`src/iso_dc_pkg.sv`:
```
`timescale 1ns / 1ps

package iso_dc_pkg;

    // result status codes
    localparam logic [1:0] ST_VALID  = 2'd0;
    localparam logic [1:0] ST_LENGTH = 2'd1;
    localparam logic [1:0] ST_FORMAT = 2'd2;
    localparam logic [1:0] ST_DATE   = 2'd3;

    // character positions in yyyy-mm-dd
    localparam logic [3:0] POS_DASH_1  = 4'd4;
    localparam logic [3:0] POS_DASH_2  = 4'd7;
    localparam logic [3:0] POS_LAST    = 4'd9;
    localparam logic [3:0] POS_END     = 4'd10;
    localparam logic [3:0] POS_MAX     = 4'd15;
    localparam logic [7:0] CHAR_DASH   = 8'h2d;
    localparam logic [7:0] CHAR_ZERO   = 8'h30;
    localparam logic [7:0] CHAR_NINE   = 8'h39;

    // queue between front and back
    localparam int QUEUE_DEPTH = 2;
    localparam int QUEUE_PTR_W = $clog2(QUEUE_DEPTH);
    localparam int QUEUE_CNT_W = $clog2(QUEUE_DEPTH + 1);

    // reciprocals: floor(x*RECIP_100 >> RECIP_100_SH) = x/100 for x < 16384,
    // floor(x*RECIP_7 >> RECIP_7_SH) = x/7 for x < 32768
    localparam logic [12:0] RECIP_100    = 13'd5243;
    localparam int          RECIP_100_SH = 19;
    localparam logic [16:0] RECIP_7      = 17'd74899;
    localparam int          RECIP_7_SH   = 19;

    typedef struct packed {
        logic        len_ok;
        logic        fmt_ok;
        logic [13:0] year;
        logic [6:0]  month;
        logic [6:0]  day;
    } t_date_rec;

    // floor(23*m/9) for months 1..12
    function automatic logic [4:0] month_term(input logic [3:0] m);
        logic [4:0] t;
        unique case (m)
            4'd1:    t = 5'd2;
            4'd2:    t = 5'd5;
            4'd3:    t = 5'd7;
            4'd4:    t = 5'd10;
            4'd5:    t = 5'd12;
            4'd6:    t = 5'd15;
            4'd7:    t = 5'd17;
            4'd8:    t = 5'd20;
            4'd9:    t = 5'd23;
            4'd10:   t = 5'd25;
            4'd11:   t = 5'd28;
            4'd12:   t = 5'd30;
            default: t = 5'd0;
        endcase
        return t;
    endfunction

    // days of a month in a common year
    function automatic logic [4:0] month_days(input logic [3:0] m);
        logic [4:0] t;
        unique case (m)
            4'd2:                      t = 5'd28;
            4'd4, 4'd6, 4'd9, 4'd11:   t = 5'd30;
            4'd1, 4'd3, 4'd5, 4'd7,
            4'd8, 4'd10, 4'd12:        t = 5'd31;
            default:                   t = 5'd0;
        endcase
        return t;
    endfunction

endpackage

```
`src/iso_dc_if.sv`:
```
`timescale 1ns / 1ps

interface iso_dc_in_if;
    logic       valid;
    logic       ready;
    logic [7:0] char_code;
    logic       end_of_string;

    modport source (output valid, output char_code, output end_of_string, input ready);
    modport sink   (input valid, input char_code, input end_of_string, output ready);
endinterface

interface iso_dc_out_if;
    logic       valid;
    logic       ready;
    logic [1:0] status;
    logic [2:0] weekday;

    modport source (output valid, output status, output weekday, input ready);
    modport sink   (input valid, input status, input weekday, output ready);
endinterface

```
`src/iso_dc_fifo.sv`:
```
`timescale 1ns / 1ps

module iso_dc_fifo (
    input  logic                 i_clk,
    input  logic                 i_rst_n,
    input  logic                 i_push,
    input  iso_dc_pkg::t_date_rec i_push_data,
    output logic                 o_full,
    input  logic                 i_pop,
    output logic                 o_valid,
    output iso_dc_pkg::t_date_rec o_data
);

    iso_dc_pkg::t_date_rec                r_mem [iso_dc_pkg::QUEUE_DEPTH];
    logic [iso_dc_pkg::QUEUE_PTR_W-1:0]   r_wr_ptr;
    logic [iso_dc_pkg::QUEUE_PTR_W-1:0]   r_rd_ptr;
    logic [iso_dc_pkg::QUEUE_CNT_W-1:0]   r_count;
    logic                                 do_push;
    logic                                 do_pop;

    assign o_full  = (r_count == iso_dc_pkg::QUEUE_CNT_W'(iso_dc_pkg::QUEUE_DEPTH));
    assign o_valid = (r_count != '0);
    assign o_data  = r_mem[r_rd_ptr];
    assign do_push = i_push && !o_full;
    assign do_pop  = i_pop && o_valid;

    always_ff @(posedge i_clk) begin
        if (do_push) begin
            r_mem[r_wr_ptr] <= i_push_data;
        end
    end

    always_ff @(posedge i_clk) begin
        if (!i_rst_n) begin
            r_wr_ptr <= '0;
            r_rd_ptr <= '0;
            r_count  <= '0;
        end else begin
            if (do_push) begin
                r_wr_ptr <= (r_wr_ptr == iso_dc_pkg::QUEUE_PTR_W'(iso_dc_pkg::QUEUE_DEPTH - 1))
                            ? '0 : r_wr_ptr + 1'b1;
            end
            if (do_pop) begin
                r_rd_ptr <= (r_rd_ptr == iso_dc_pkg::QUEUE_PTR_W'(iso_dc_pkg::QUEUE_DEPTH - 1))
                            ? '0 : r_rd_ptr + 1'b1;
            end
            if (do_push && !do_pop) begin
                r_count <= r_count + 1'b1;
            end else if (do_pop && !do_push) begin
                r_count <= r_count - 1'b1;
            end
        end
    end

endmodule

```
`src/iso_dc_front.sv`:
```
`timescale 1ns / 1ps

module iso_dc_front (
    input  logic                  i_clk,
    input  logic                  i_rst_n,
    input  logic                  i_accept,
    input  logic [7:0]            i_char_code,
    input  logic                  i_end_of_string,
    output logic                  o_push,
    output iso_dc_pkg::t_date_rec o_rec
);

    logic [3:0]  r_pos;
    logic [13:0] r_year;
    logic [6:0]  r_month;
    logic [6:0]  r_day;
    logic        r_fmt;

    logic [3:0]  n_pos;
    logic [13:0] n_year;
    logic [6:0]  n_month;
    logic [6:0]  n_day;
    logic        n_fmt;
    logic        is_digit;
    logic [3:0]  digit;

    assign is_digit = (i_char_code >= iso_dc_pkg::CHAR_ZERO)
                   && (i_char_code <= iso_dc_pkg::CHAR_NINE);
    assign digit    = is_digit ? i_char_code[3:0] : 4'd0;

    always_comb begin
        n_year  = r_year;
        n_month = r_month;
        n_day   = r_day;
        n_fmt   = r_fmt;
        n_pos   = (r_pos < iso_dc_pkg::POS_MAX) ? r_pos + 4'd1 : r_pos;
        if (r_pos < iso_dc_pkg::POS_END) begin
            priority if (r_pos == iso_dc_pkg::POS_DASH_1 || r_pos == iso_dc_pkg::POS_DASH_2) begin
                if (i_char_code != iso_dc_pkg::CHAR_DASH) begin
                    n_fmt = 1'b0;
                end
            end else if (!is_digit) begin
                n_fmt = 1'b0;
            end else if (r_pos < iso_dc_pkg::POS_DASH_1) begin
                n_year = 14'(r_year * 14'd10 + 14'(digit));
            end else if (r_pos < iso_dc_pkg::POS_DASH_2) begin
                n_month = 7'(r_month * 7'd10 + 7'(digit));
            end else begin
                n_day = 7'(r_day * 7'd10 + 7'(digit));
            end
        end
    end

    // the last beat sees its own digit already folded in
    assign o_push       = i_accept && i_end_of_string;
    assign o_rec.len_ok = (r_pos == iso_dc_pkg::POS_LAST);
    assign o_rec.fmt_ok = n_fmt;
    assign o_rec.year   = n_year;
    assign o_rec.month  = n_month;
    assign o_rec.day    = n_day;

    always_ff @(posedge i_clk) begin
        if (!i_rst_n) begin
            r_pos   <= '0;
            r_year  <= '0;
            r_month <= '0;
            r_day   <= '0;
            r_fmt   <= 1'b1;
        end else if (i_accept) begin
            if (i_end_of_string) begin
                r_pos   <= '0;
                r_year  <= '0;
                r_month <= '0;
                r_day   <= '0;
                r_fmt   <= 1'b1;
            end else begin
                r_pos   <= n_pos;
                r_year  <= n_year;
                r_month <= n_month;
                r_day   <= n_day;
                r_fmt   <= n_fmt;
            end
        end
    end

endmodule

```
`src/iso_dc_back.sv`:
```
`timescale 1ns / 1ps

module iso_dc_back (
    input  logic                  i_clk,
    input  logic                  i_rst_n,
    input  logic                  i_valid,
    input  iso_dc_pkg::t_date_rec i_rec,
    output logic                  o_pop,
    output logic                  o_valid,
    input  logic                  i_ready,
    output logic [1:0]            o_status,
    output logic [2:0]            o_weekday
);

    logic en;

    // stage 1: quotients by 100 and 400, shifted year for Jan/Feb, day-plus-year term
    logic                  r_s1_v;
    iso_dc_pkg::t_date_rec r_s1_rec;
    logic [7:0]            r_s1_q100;
    logic [5:0]            r_s1_q400;
    logic [13:0]           r_s1_ya;
    logic [14:0]           r_s1_da;
    logic [7:0]            r_s1_qa100;
    logic [5:0]            r_s1_qa400;

    logic [26:0] p_q100;
    logic [24:0] p_q400;
    logic [13:0] ya;
    logic [14:0] da;
    logic [26:0] p_qa100;
    logic [24:0] p_qa400;

    // stage 2: status and weekday sum
    logic        r_s2_v;
    logic [1:0]  r_s2_status;
    logic [14:0] r_s2_sum;

    logic        leap;
    logic        month_ok;
    logic [4:0]  limit;
    logic [1:0]  status;
    logic [14:0] sum;

    // output stage: sum mod 7
    logic [31:0] p_q7;
    logic [12:0] q7;
    logic [15:0] q7x7;
    logic [15:0] rem;

    logic        r_out_v;
    logic [1:0]  r_out_status;
    logic [2:0]  r_out_weekday;

    assign en    = !r_out_v || i_ready;
    assign o_pop = en && i_valid;

    assign p_q100  = 27'(i_rec.year) * 27'(iso_dc_pkg::RECIP_100);
    assign p_q400  = 25'(i_rec.year[13:2]) * 25'(iso_dc_pkg::RECIP_100);
    assign ya      = (i_rec.month < 7'd3) ? i_rec.year - 14'd1 : i_rec.year;
    assign da      = (i_rec.month < 7'd3) ? 15'(i_rec.day) + 15'(i_rec.year)
                                          : 15'(i_rec.day) + 15'(i_rec.year) - 15'd2;
    assign p_qa100 = 27'(ya) * 27'(iso_dc_pkg::RECIP_100);
    assign p_qa400 = 25'(ya[13:2]) * 25'(iso_dc_pkg::RECIP_100);

    always_ff @(posedge i_clk) begin
        if (en) begin
            r_s1_rec   <= i_rec;
            r_s1_q100  <= p_q100[iso_dc_pkg::RECIP_100_SH +: 8];
            r_s1_q400  <= p_q400[iso_dc_pkg::RECIP_100_SH +: 6];
            r_s1_ya    <= ya;
            r_s1_da    <= da;
            r_s1_qa100 <= p_qa100[iso_dc_pkg::RECIP_100_SH +: 8];
            r_s1_qa400 <= p_qa400[iso_dc_pkg::RECIP_100_SH +: 6];
        end
    end

    assign leap = (r_s1_rec.year[1:0] == 2'b00)
               && ((r_s1_rec.year != 14'(r_s1_q100 * 14'd100))
                   || (r_s1_rec.year == 14'(r_s1_q400 * 14'd400)));
    assign month_ok = (r_s1_rec.month >= 7'd1) && (r_s1_rec.month <= 7'd12);
    assign limit = month_ok
                 ? iso_dc_pkg::month_days(r_s1_rec.month[3:0])
                   + 5'((r_s1_rec.month == 7'd2) && leap)
                 : 5'd0;

    always_comb begin
        priority if (!r_s1_rec.len_ok) begin
            status = iso_dc_pkg::ST_LENGTH;
        end else if (!r_s1_rec.fmt_ok) begin
            status = iso_dc_pkg::ST_FORMAT;
        end else if (!month_ok || r_s1_rec.day < 7'd1 || r_s1_rec.day > 7'(limit)
                     || r_s1_rec.year == 14'd0) begin
            status = iso_dc_pkg::ST_DATE;
        end else begin
            status = iso_dc_pkg::ST_VALID;
        end
    end

    assign sum = 15'(month_ok ? iso_dc_pkg::month_term(r_s1_rec.month[3:0]) : 5'd0)
               + r_s1_da + 15'd4 + 15'(r_s1_ya[13:2])
               - 15'(r_s1_qa100) + 15'(r_s1_qa400);

    always_ff @(posedge i_clk) begin
        if (en) begin
            r_s2_status <= status;
            r_s2_sum    <= sum;
        end
    end

    assign p_q7 = 32'(r_s2_sum) * 32'(iso_dc_pkg::RECIP_7);
    assign q7   = p_q7[iso_dc_pkg::RECIP_7_SH +: 13];
    assign q7x7 = {q7, 3'b000} - {3'b000, q7};
    assign rem  = 16'(r_s2_sum) - q7x7;

    always_ff @(posedge i_clk) begin
        if (en) begin
            r_out_status  <= r_s2_status;
            r_out_weekday <= (r_s2_status == iso_dc_pkg::ST_VALID) ? rem[2:0] : 3'd0;
        end
    end

    always_ff @(posedge i_clk) begin
        if (!i_rst_n) begin
            r_s1_v  <= 1'b0;
            r_s2_v  <= 1'b0;
            r_out_v <= 1'b0;
        end else if (en) begin
            r_s1_v  <= i_valid;
            r_s2_v  <= r_s1_v;
            r_out_v <= r_s2_v;
        end
    end

    assign o_valid   = r_out_v;
    assign o_status  = r_out_status;
    assign o_weekday = r_out_weekday;

endmodule

```
`src/iso_date_check_and_weekday.sv`:
```
`timescale 1ns / 1ps

// Checks an ASCII date yyyy-mm-dd streamed one character per beat, the last
// character flagged by end_of_string, and returns one result per string:
// status (0 valid, 1 length not 10, 2 bad format, 3 impossible date) and, for
// a valid date, the weekday (0 Sunday .. 6 Saturday). A character is taken
// every cycle; the front only stalls when its two-entry result queue is full.
// A result passes from the edge that takes its last character through the queue
// write, two compute stages and the output register, and the back end retires
// one string per cycle, so strings of any length, even one character, flow at
// full rate as long as the output side keeps taking results.
module iso_date_check_and_weekday (
    input  logic                i_clk,
    input  logic                i_rst_n,
    iso_dc_in_if.sink           i_in,
    iso_dc_out_if.source        o_out
);

    logic                  accept;
    logic                  push;
    iso_dc_pkg::t_date_rec push_rec;
    logic                  q_full;
    logic                  q_valid;
    iso_dc_pkg::t_date_rec q_rec;
    logic                  pop;

    assign i_in.ready = !q_full;
    assign accept     = i_in.valid && !q_full;

    iso_dc_front u_front (
        .i_clk           (i_clk),
        .i_rst_n         (i_rst_n),
        .i_accept        (accept),
        .i_char_code     (i_in.char_code),
        .i_end_of_string (i_in.end_of_string),
        .o_push          (push),
        .o_rec           (push_rec)
    );

    iso_dc_fifo u_fifo (
        .i_clk       (i_clk),
        .i_rst_n     (i_rst_n),
        .i_push      (push),
        .i_push_data (push_rec),
        .o_full      (q_full),
        .i_pop       (pop),
        .o_valid     (q_valid),
        .o_data      (q_rec)
    );

    iso_dc_back u_back (
        .i_clk     (i_clk),
        .i_rst_n   (i_rst_n),
        .i_valid   (q_valid),
        .i_rec     (q_rec),
        .o_pop     (pop),
        .o_valid   (o_out.valid),
        .i_ready   (o_out.ready),
        .o_status  (o_out.status),
        .o_weekday (o_out.weekday)
    );

endmodule

```
`src/flat_wrapper.sv`:
```
// flat-port wrapper written by rule: the top's interface ports become plain ports
module iso_date_check_and_weekday_flat 
  (i_clk, i_rst_n, i_in_valid, i_in_char_code, i_in_end_of_string, i_in_ready, o_out_valid, o_out_status, o_out_weekday, o_out_ready);
  iso_dc_in_if i_in_i ();
  iso_dc_out_if o_out_i ();
  input  logic i_clk;
  input  logic i_rst_n;
  input wire logic [$bits(i_in_i.valid)-1:0] i_in_valid;
  input wire logic [$bits(i_in_i.char_code)-1:0] i_in_char_code;
  input wire logic [$bits(i_in_i.end_of_string)-1:0] i_in_end_of_string;
  output wire logic [$bits(i_in_i.ready)-1:0] i_in_ready;
  output wire logic [$bits(o_out_i.valid)-1:0] o_out_valid;
  output wire logic [$bits(o_out_i.status)-1:0] o_out_status;
  output wire logic [$bits(o_out_i.weekday)-1:0] o_out_weekday;
  input wire logic [$bits(o_out_i.ready)-1:0] o_out_ready;
  assign i_in_i.valid = i_in_valid;
  assign i_in_i.char_code = i_in_char_code;
  assign i_in_i.end_of_string = i_in_end_of_string;
  assign i_in_ready = i_in_i.ready;
  assign o_out_valid = o_out_i.valid;
  assign o_out_status = o_out_i.status;
  assign o_out_weekday = o_out_i.weekday;
  assign o_out_i.ready = o_out_ready;
  iso_date_check_and_weekday u_core (.i_clk(i_clk), .i_rst_n(i_rst_n), .i_in(i_in_i), .o_out(o_out_i));
endmodule
```
`config.mk`:
```
export PLATFORM = sky130hd
export DESIGN_NAME = iso_date_check_and_weekday_flat
export DESIGN_NICKNAME = d
export VERILOG_FILES = /design/src/iso_dc_pkg.sv /design/src/iso_dc_if.sv /design/src/iso_dc_fifo.sv /design/src/iso_dc_front.sv /design/src/iso_dc_back.sv /design/src/iso_date_check_and_weekday.sv /design/src/flat_wrapper.sv
export SDC_FILE = /design/constraint.sdc
export NUM_CORES = 1
export LEC_CHECK = 0
export BUFFER_PORTS_ARGS = -buffer_cell sky130_fd_sc_hd__buf_4
export CAP_MARGIN = 25
export CORE_ASPECT_RATIO = 0.7
export CORE_MARGIN = 2
export CORE_UTILIZATION = 31
export CTS_CLUSTER_DIAMETER = 40
export DETAILED_ROUTE_END_ITERATION = 10
export PLACE_DENSITY = 0.42
export SYNTH_ARGS = -nofsm -noshare
export SYNTH_HDL_FRONTEND = slang
export SYNTH_HIERARCHICAL = 1
export SYNTH_SLANG_ARGS = --single-unit
```
`constraint.sdc`:
```
create_clock -name i_clk -period 11.4 [get_ports i_clk]
set_input_delay 0.57 -clock i_clk [delete_from_list [all_inputs] [get_ports i_clk]]
set_output_delay 0.57 -clock i_clk [all_outputs]
set_load 0.03 [all_outputs]
```
# Word-level counts from Yosys, hierarchy flattened
# Memories as Yosys holds them, arrays and structs flattened. A register that Yosys moved wholly into a read port is not among the register bits.
# Cells that the tools add are included.
# word_totals
reg_bits	149
ramBits	60
mem_bits_ro	160
inputBits	13
word_cells	147
n_memories	3
# mem_list
name	depth	width	rd	rd_clocked_by_memory_dff	wr	line_no	text
(name not given)	16	5	1	1	0	iso_dc_pkg.sv:44	unique case (m)
(name not given)	16	5	1	1	0	iso_dc_pkg.sv:65	unique case (m)
u_core.u_fifo.r_mem	2	30	1	1	1	iso_dc_fifo.sv:14	iso_dc_pkg::t_date_rec r_mem [iso_dc_pkg::QUEUE_DEPTH];
# classes
addsub	19
mul	10
magnitude_cmp	11
eq_ne	8
muxes	41
n_reduce_logical	29
# op_table
cell	n
14-bit two-way mux	6
7-bit two-way mux	12
14-bit by 13-bit multiplier with 27-bit output, second input constant	2
12-bit by 13-bit multiplier with 25-bit output, second input constant	2
15-bit by 17-bit multiplier with 22-bit output, second input constant	1
4-bit two-way mux	5
15-bit by 12-bit adder with 15-bit output	1
15-bit by 3-bit adder with 15-bit output, second input constant	1
15-bit by 6-bit adder with 15-bit output	1
5-bit by 15-bit adder with 15-bit output	1
7-bit by 14-bit adder with 15-bit output	1
15-bit two-way mux	1
15-bit by 2-bit subtractor with 15-bit output, second input constant	1
15-bit by 8-bit subtractor with 15-bit output	1
14-bit by 4-bit adder with 14-bit output	1
7-bit by 4-bit adder with 7-bit output	2
14-bit == test	1
14-bit zero test	1
14-bit by 3-bit multiplier with 13-bit output, second input constant	1
7-bit by 3-bit multiplier with 6-bit output, second input constant	2
14-bit != test	1
14-bit by 1-bit subtractor with 14-bit output, second input constant	1
8-bit by 5-bit multiplier with 12-bit output, second input constant	1
1-bit logical AND	11
30 further kinds	60

# Longest topological paths before layout
# Gate-level depths: netlist of run 1.
# depth
word_depth	12
ltp_mapped	31
ltp_nobuf	30

# By module
# Netlist of run 1, hierarchy kept.
# modules_own_cells
mod	instances	cells_each	area_per_inst_um2
iso_dc_back	1	1994	20985.1
iso_dc_front	1	438	3415.8
iso_dc_fifo	1	118	2391.0
iso_date_check_and_weekday	1	2	10.0

# Worst setup path after synthesis of run 1
# No wires, ideal clock.
# synth_path
path_kind	reg-to-reg
startpoint	register (tool-made name)
endpoint	register u_core.u_back.r_s1_qa400[5] (data pin)
t_arrival_ps	7751
required_time_ps	11142
slack_ps	3391
path_stages_with_launch	27
path_buffers	2
period_less_slack_ps	8009
cell_sequence	dfxtp_1 -> buf_2 -> mux2_2 -> nor4_1 -> and2_1 -> clkbuf_1 -> nand3_1 -> nor2_1 -> nand3_1 -> xnor2_1 -> inv_1 -> fa_1 -> fa_1 -> fa_1 -> fa_1 -> fa_1 -> inv_1 -> ha_1 -> a21o_1 -> a21o_1 -> a2111oi_0 -> o2111ai_1 -> and3_1 -> o31a_1 -> o21a_1 -> a21bo_2 -> xnor2_1
# synth_lines
item	line_no	text
end signal, assigned	iso_dc_back.sv:74	r_s1_qa400 <= p_qa400[iso_dc_pkg::RECIP_100_SH +: 6];
end, declared	iso_dc_back.sv:25	logic [5:0] r_s1_qa400;

==> run metrics, run 1 <==
status=finished clean; initial antenna violation count=1; Worst Hold Class=in -> reg; Post-Synth Simple-Gate Area=7.43%; Area growth syn-to-layout=10.2%; gr ovfl total=0; Starting Density=31.2%; Setup CP Type=reg -> reg; Critical Path RT=11.74 ns; commonest non-fill, non-tap cells in the layout=579 x inv_1, 557 x ha_1, 281 x fa_1; Die Ht=250 um; setup_tns=0 ns; Die W=355 um; max-cap viol count=0; DRT Pass-1 Iters=5; vias in the first global route=18.4k; post-synthesis mux area share=2.11%; CP Max Fanout=30; critical path capture point type=register; FILL cells=8694; Detail Route Antenna Nets=0; Adder-Cell Fraction of Synth Area=47.0%; Clock Latency Late Sink=0.59 ns; clock root buffer=clkbuf_16; area taken by flip-flops and latches=0.00600 mm2; compound-cell area share of the yosys netlist=7.64%; buffer count from post-CTS setup fixing=0; fin nets=3454; CTS Sinks=216; min Tclk post-route=8.69 ns; #FFs+latches synth=216; # hold bufs at CTS=0; slew at the pin with the worst max-slew slack=1.01 ns; share of the yosys chip area belonging to registers=22.4%; post-CTS resize count=0; first-pass GRT wire length=103000 um; DRC violations left=0; layout cells sized above 1=6.51%; Synth Instances=2552; initial DRC count=857; TritonCTS Buffers=31; Max Fclk=115 MHz; Primary FF master, synth=edfxtp_1; final worst-path cycle share=76.2%; crit start category=register; clock buffer depth=3; Rows=90; Post-DP HPWL=52800 um; H-Tree Depth=1; Total GRT Usage=14.6%; Core Area=0.0859 mm2; CTS clk-pin slew, worst paths=0.06 ns; largest family of logic cells by synthesized area=adder cells; # IOs=20; Ant. Diodes=0; crit path DAT=9.03 ns; PortBufs=19; synth warn=6; drt total wl=63000 um; xor/xnor cell area share of the yosys netlist=4.93%; via/cell ratio=4.59; relative slew slack=32.0%; WL/cell=16.7 um; largest net degree at the start of global routing=50; Final Hold Fails=0; CTS tree=built; Die ar.=0.0889 mm2; Netlist cell types=82; Synth Cell Area=0.0268 mm2; DR vias=17.3k; Synth Net Count=3403; Post-synth EDFFs=167; ys async rst share=0%; Slew Viols, Final=0; clock skew=0.0167 ns; RSZ-0062 raised after global routing=false; Setup violations, final=0; RePlAce Congestion=0.809; most common cell after layout, fill and taps aside=inv_1; average size of a mapped cell=10.5 um2; area of the multi-input gates=0.0186 mm2
[worst paths after layout]
path	cells past startpoint	to	startpoint	slack, ns
hold reg to reg	2	u_core/u_back/o_valid	u_core/u_back/r_s2_v	0.47
setup reg to reg	25	u_core/u_back/r_s1_qa400[5]	register	2.71
setup / recovery	25	u_core/u_back/r_s1_qa400[5]	register	2.71
hold / removal	2	u_core/u_fifo/r_mem[0][7]	i_in_char_code[0]	0.39
[critical path, stage by stage, from the launching register on]
cell       delay, ns
dfxtp_1         0.31
buf_4           0.37
mux2_2          0.42
nor4_1          0.40
and2_1          0.43
nand3_1         0.18
nor2_1          0.28
nand2_1         0.14
xnor2_2         0.72
inv_1           0.21
fa_1            0.61
fa_1            0.46
fa_1            0.51
fa_1            0.46
fa_1            0.52
inv_1           0.04
ha_1            0.30
a21o_1          0.19
a21o_1          0.18
a2111oi_0       0.41
o2111ai_1       0.22
and3_1          0.24
o31a_1          0.28
o21a_1          0.21
a21bo_2         0.22
xnor2_1         0.12
[synth_stat cells (15+ instances only)]
cell type / count / area, um2
inv_1: 579 / 2170
ha_1: 557 / 6970
fa_1: 281 / 5630
edfxtp_1: 167 / 5010
xnor2_1: 107 / 937
nand2_1: 86 / 323
a21oi_1: 77 / 385
o21ai_0: 69 / 345
nor2_1: 68 / 255
dfxtp_1: 49 / 981
mux2_2: 44 / 495
xor2_1: 44 / 385
nor2b_1: 42 / 263
a21o_1: 36 / 270
nor3_1: 35 / 175
nand3_1: 26 / 130
nand4_1: 20 / 125
clkbuf_1: 19 / 71.3
and2_1: 18 / 113
nand2b_1: 15 / 93.8
[sequential cells by signal, indices dropped and copies added (netlist names), 2 cells and up, named ones only]
register	count
u_core/u_back/r_s1_q400	6
u_core/u_back/r_s1_rec	30
u_core/u_back/o_weekday	3
u_core/u_back/r_s1_qa400	6
u_core/u_front/r_year	14
u_core/u_back/o_status	2
u_core/u_front/r_day	7
u_core/u_back/r_s1_ya	12
u_core/u_back/r_s2_status	2
u_core/u_back/r_s2_sum	15
u_core/u_back/r_s1_qa100	8
u_core/u_front/r_month	7
u_core/u_fifo/r_count	2
u_core/u_back/r_s1_q100	8
u_core/u_back/r_s1_da	15
u_core/u_front/r_pos	4
u_core/u_fifo/r_mem	60
[through the flow]
| stage | hold slack [ns] | setup WS [ns] | util (%) | instances | instance area (um2) |
|---|---|---|---|---|---|
| CTS | 0.362 | 2.54 | 34.4 | 3777 | 29500 |
| global placement | 0.455 | 2.64 | 33.2 | 3719 | 28500 |
| global route | 0.372 | 1.98 | 34.4 | 3777 | 29500 |
| finish | 0.391 | 2.71 | 34.4 | 3777 | 29500 |
| floorplan | 0.441 | 3.39 | - | 2552 | 26800 |
| detailed placement | 0.464 | 2.54 | 33.2 | 3720 | 28500 |
[cell type report]
cell class,instances,area share (%)
clock buffer,34,2.66
tap,1150,4.87
sequential,216,20.3
clock inverter,23,0.860
inverter,580,7.37
timing repair buffer,44,1.12
multi-input combinational,1730,62.8
[cells by family after synthesis]
| family | after synthesis |
|---|---|
| multiplexers | 51 |
| AO/OA/AOI/OAI | 309 |
| AND/OR/NAND/NOR | 381 |
| XOR/XNOR | 151 |
| flip-flops | 216 |
| buffers and inverters | 606 |
| adder cells (fa/ha/maj) | 838 |
[routing by layer]
metal | routed length [um] | share of wire (%) | track usage [%]
met1 | 35100 | 56 | 23.6
met2 | 25900 | 41 | 21.2
met3 | 1570 | 2.5 | 1.61
met4 | 442 | 0.70 | 1.25
met5 | 0 | 0 | 0
Power of run 1 is not shown: default switching activity piles up to over one toggle a cycle in this logic, so the estimate is an artifact.
==> run 2, diff against run 1 <==
--- a/config.mk
+++ b/config.mk
@@ -12,7 +12,7 @@
 export CORE_UTILIZATION = 31
 export CTS_CLUSTER_DIAMETER = 40
 export DETAILED_ROUTE_END_ITERATION = 10
-export PLACE_DENSITY = 0.42
+export PLACE_DENSITY = 0.43
 export SYNTH_ARGS = -nofsm -noshare
 export SYNTH_HDL_FRONTEND = slang
 export SYNTH_HIERARCHICAL = 1
==> constraint.sdc (replaced) <==
create_clock -name i_clk -period 7.71 [get_ports i_clk]
set_input_delay 0.3855 -clock i_clk [delete_from_list [all_inputs] [get_ports i_clk]]
set_output_delay 0.3855 -clock i_clk [all_outputs]
set_load 0.03 [all_outputs]
==> run 2 against run 1 <==
  * Largest cell class unchanged
  * Fmax is 18% higher
  * Clock-buffer cell count is 3 lower
  * Die area stayed put
  * Setup slack worse by 2.4 ns
  * Sequential cell count stayed put
  * Via count is 1.4% higher
==> run metrics, run 2 (same netlist as run 1, synthesis figures left out) <==
# IOs=20; Area growth syn-to-layout=12.4%; gr ovfl total=0; initial DRC count=897; Ant. Diodes=0; relative slew slack=32.1%; RePlAce Congestion=0.838; max-cap viol count=0; min Tclk post-route=7.38 ns; Finished Layout Cells=3834; Final WS setup=0.331 ns; Post-DP HPWL=55500 um; crit start category=register; vias in the first global route=18.6k; max reg flops=60; Starting Density=31.2%; initial antenna violation count=4; final worst-path cycle share=95.7%; WL/cell=17.1 um; slack of the worst reg-to-reg path=0.33 ns; Die W=355 um; Slew Viols, Final=0; status=finished clean; clock skew=0.0326 ns; layout cells sized above 1=9.13%; DR vias=17.6k; slowest CP cell=fa_1; critical path capture point type=register; Core Area=0.0859 mm2; # hold bufs at CTS=0; most frequent CP cell=fa_1; Setup CP Type=reg -> reg; dpl cells=3778; CP Max Fanout=9; HP Start=i_rst_n; clock root buffer=clkbuf_16; Final Hold Fails=0; fin nets=3511; slew at the pin with the worst max-slew slack=1.01 ns; RSZ-0062 raised after global routing=false; Setup violations, final=0; first-pass GRT wire length=106000 um; Worst Hold Class=in -> reg; buffer count from post-CTS setup fixing=0; Clock Latency Late Sink=0.59 ns; Detail Route Antenna Nets=0; biggest regs=u_core/u_fifo/r_mem (60), u_core/u_back/r_s1_rec (30); Die ar.=0.0889 mm2; largest net degree at the start of global routing=45; via/cell ratio=4.59; CP peak stage delay=0.60 ns; Rows=90; DRT Pass-1 Iters=5; CTS Sinks=216; Die Ht=250 um; Setup WS pre-CTS=-0.123 ns; TritonCTS Buffers=30; PortBufs=19; H-Tree Depth=1; crit path DAT=7.72 ns; Max Fclk=136 MHz; most common cell after layout, fill and taps aside=inv_1; drt total wl=65500 um; Top reg by flops=u_core/u_fifo/r_mem; clock buffer depth=3; Critical Path RT=8.05 ns; commonest non-fill, non-tap cells in the layout=579 x inv_1, 557 x ha_1, 281 x fa_1; DRC violations left=0; CTS tree=built; Total GRT Usage=15.2%; CTS clk-pin slew, worst paths=0.06 ns
[run 2: cell type report]
type	count	area, um2
fillers	8546	55800
multi-input cells	1730	18700
flip-flops and latches	216	6000
inverters	580	2180
well taps	1150	1440
repair buffers	102	791
clock buffers	31	764
clock inverters	25	318
[run 2: worst paths after layout]
kind,endpoint,cells past startpoint
max,u_core/u_back/r_s1_qa400[5],29
min,u_core/u_front/r_pos[3],3
max reg2reg,u_core/u_back/r_s1_qa400[5],29
min reg2reg,u_core/u_back/o_valid,2
[run 2: routing by layer]
| layer | share of wire, % | routed length, um | global-route usage (%) |
|---|---|---|---|
| met5 | 0.020 | 13 | 0 |
| met4 | 0.79 | 516 | 1.49 |
| met3 | 3.5 | 2300 | 2.15 |
| met2 | 41 | 26700 | 21.9 |
| met1 | 55 | 36000 | 24.2 |
[run 2: what timing repair did]
| item | CTS | global route |
|---|---|---|
| pin swaps | 0 | 5 |
| gates resized for setup | 4 | 16 |
| setup endpoints to repair | 5 | 10 |
| hold endpoints to repair | 0 | 0 |
[run 2: critical path: cells and delay by family, from the launching register on]
kind                       cells  cell delay [ns]
xor gates and xnor gates       2             0.32
AOI/OAI and AO/OA             10             2.10
muxes                          1             0.34
adders and majority gates      7             3.04
DFF                            1             0.35
buffers and inverters          5             0.51
and+or+nand+nor                4             0.47
[run 2: through the flow]
stage               utilization (%)  setup TNS, ns  area (um2)  hold slack, ns
floorplan                         -              0       26800           0.441
global placement               33.7              0       29000           0.455
detailed placement             33.7         -0.534       29000           0.471
CTS                            35.0              0       30100           0.196
global route                   35.1              0       30100           0.220
finish                         35.1              0       30100           0.227
Power of run 2 is left out for the same reason.
==> run 3, diff against run 2 <==
--- a/config.mk
+++ b/config.mk
@@ -9,10 +9,9 @@
 export CAP_MARGIN = 25
 export CORE_ASPECT_RATIO = 0.7
 export CORE_MARGIN = 2
-export CORE_UTILIZATION = 31
+export CORE_UTILIZATION = 30
 export CTS_CLUSTER_DIAMETER = 40
 export DETAILED_ROUTE_END_ITERATION = 10
-export PLACE_DENSITY = 0.43
 export SYNTH_ARGS = -nofsm -noshare
 export SYNTH_HDL_FRONTEND = slang
 export SYNTH_HIERARCHICAL = 1
==> run 3 against run 2 <==
  * Critical path depth stayed put
  * Wire length fell by 6.8%
  * Largest cell class unchanged
  * Critical endpoint unchanged
  * Final area down 0.33%
==> run metrics, run 3 (same netlist as run 1, synthesis figures left out) <==
status=finished clean; Setup CP Type=reg -> reg; via/cell ratio=4.56; Post-DP HPWL=51800 um; CP peak stage delay=0.56 ns; DR vias=17.5k; Slew Viols, Final=0; commonest non-fill, non-tap cells in the layout=579 x inv_1, 557 x ha_1, 280 x fa_1; DRT Pass-1 Iters=5; Die ar.=0.0918 mm2; CP Max Fanout=6; critical path capture point type=register; CTS tree=built; Hold Slack=0.195 ns; WL/cell=15.9 um; FILL cells=8914; Ant. Diodes=0; Setup violations, final=0; PortBufs=19; dpl cells=3785; slowest CP cell=fa_1; fin nets=3505; DRC violations left=0; CTS clk-pin slew, worst paths=0.07 ns; Die Ht=254 um; max reg flops=60; Rows=91; gr ovfl total=0; initial DRC count=1183; HP Start=i_in_char_code[0]; Critical Path RT=8.05 ns; Clock Latency Late Sink=0.59 ns; area of the multi-input gates=0.0187 mm2; relative slew slack=34.0%; Max Fclk=138 MHz; layout cells sized above 1=8.93%; crit path DAT=7.61 ns; max-cap viol count=0; first-pass GRT wire length=98900 um; final worst-path cycle share=94.3%; H-Tree Depth=1; RSZ-0062 raised after global routing=false; most common cell after layout, fill and taps aside=inv_1; Final Hold Fails=0; Top reg by flops=u_core/u_fifo/r_mem; area taken by flip-flops and latches=0.00600 mm2; min Tclk post-route=7.27 ns; Total GRT Usage=13.7%; clock buffer depth=3; crit start category=register; Starting Density=30.4%; clock skew=0.0308 ns; Worst Hold Class=in -> reg; vias in the first global route=17.7k; Area growth syn-to-layout=12.1%; clock root buffer=clkbuf_16; critical path's top delay family=adder cells; Critical path buffers and inverters=6; Die W=361 um; TritonCTS Buffers=28; biggest regs=u_core/u_fifo/r_mem (60), u_core/u_back/r_s1_rec (30); RePlAce Congestion=0.894; # IOs=20; Layout Utilization=34.0%; largest net degree at the start of global routing=74; most frequent CP cell=fa_1; Detail Route Antenna Nets=0; Finished Layout Cells=3838; Core Area=0.0882 mm2; CTS Sinks=216; slew at the pin with the worst max-slew slack=0.990 ns; setup_tns=0 ns; initial antenna violation count=4; drt total wl=61100 um
-- run 3: cell types whose count changed in the layout (fill, tap and decap cells not counted), sizes merged --
| cell | change |
|---|---|
| clkinvlp | -2 |
| clkinv | +4 |
| inv | -2 |
| buf | -4 |
| bufinv | -4 |
-- run 3: area by class of cell --
type | instances | area share [%]
multi-input cells | 1730 | 62.2
flip-flops and latches | 216 | 20.0
inverters | 580 | 7.25
well taps | 1162 | 4.84
repair buffers | 98 | 2.50
clock buffers | 31 | 2.44
clock inverters | 21 | 0.816
-- run 3: stage by stage --
step           instance area [um2]  worst slack [ns]
3_5_place_dp                 28900           -0.0556
6_report                     30000             0.439
4_1_cts                      29900            0.0614
3_3_place_gp                 28900            0.0759
5_1_grt                      30000            0.0299
2_1_floorplan                26800            0.0190
-- run 3: timing repair --
action                     4_1_cts  5_1_grt
hold buffers                     0        0
pin swaps                        0        8
gates resized for setup          3       23
setup endpoints to repair        5        9
buffers inserted                 0        1
-- run 3: worst paths after layout --
kind	to	slack, ns	depth (start not counted)
max reg2reg	u_core/u_back/r_s1_qa400[5]	0.44	29
max	u_core/u_back/r_s1_qa400[5]	0.44	29
min reg2reg	u_core/u_back/o_valid	0.47	2
min	u_core/u_fifo/r_mem[0][14]	0.20	2
-- run 3: worst reg2reg max path: cells and delay by family (launching register included) --
kind	cells	cell delay (ns)
multiplexers	1	0.35
XOR/XNOR	2	0.25
adder cells (fa/ha/maj)	7	3.04
AND/OR/NAND/NOR	4	0.57
buffers and inverters	6	0.65
flip-flops	1	0.38
AO/OA/AOI/OAI	9	1.80
-- run 3: metal layers --
layer  wire length [um]  vias to the layer above  track usage [%]
met1              33700                     8438             22.1
met4                488                        2             1.35
li1                   -                     8703                -
met5                 13                        -                0
met2              22400                      336             18.2
met3               4440                       40             3.59
Power of run 3 is left out for the same reason.
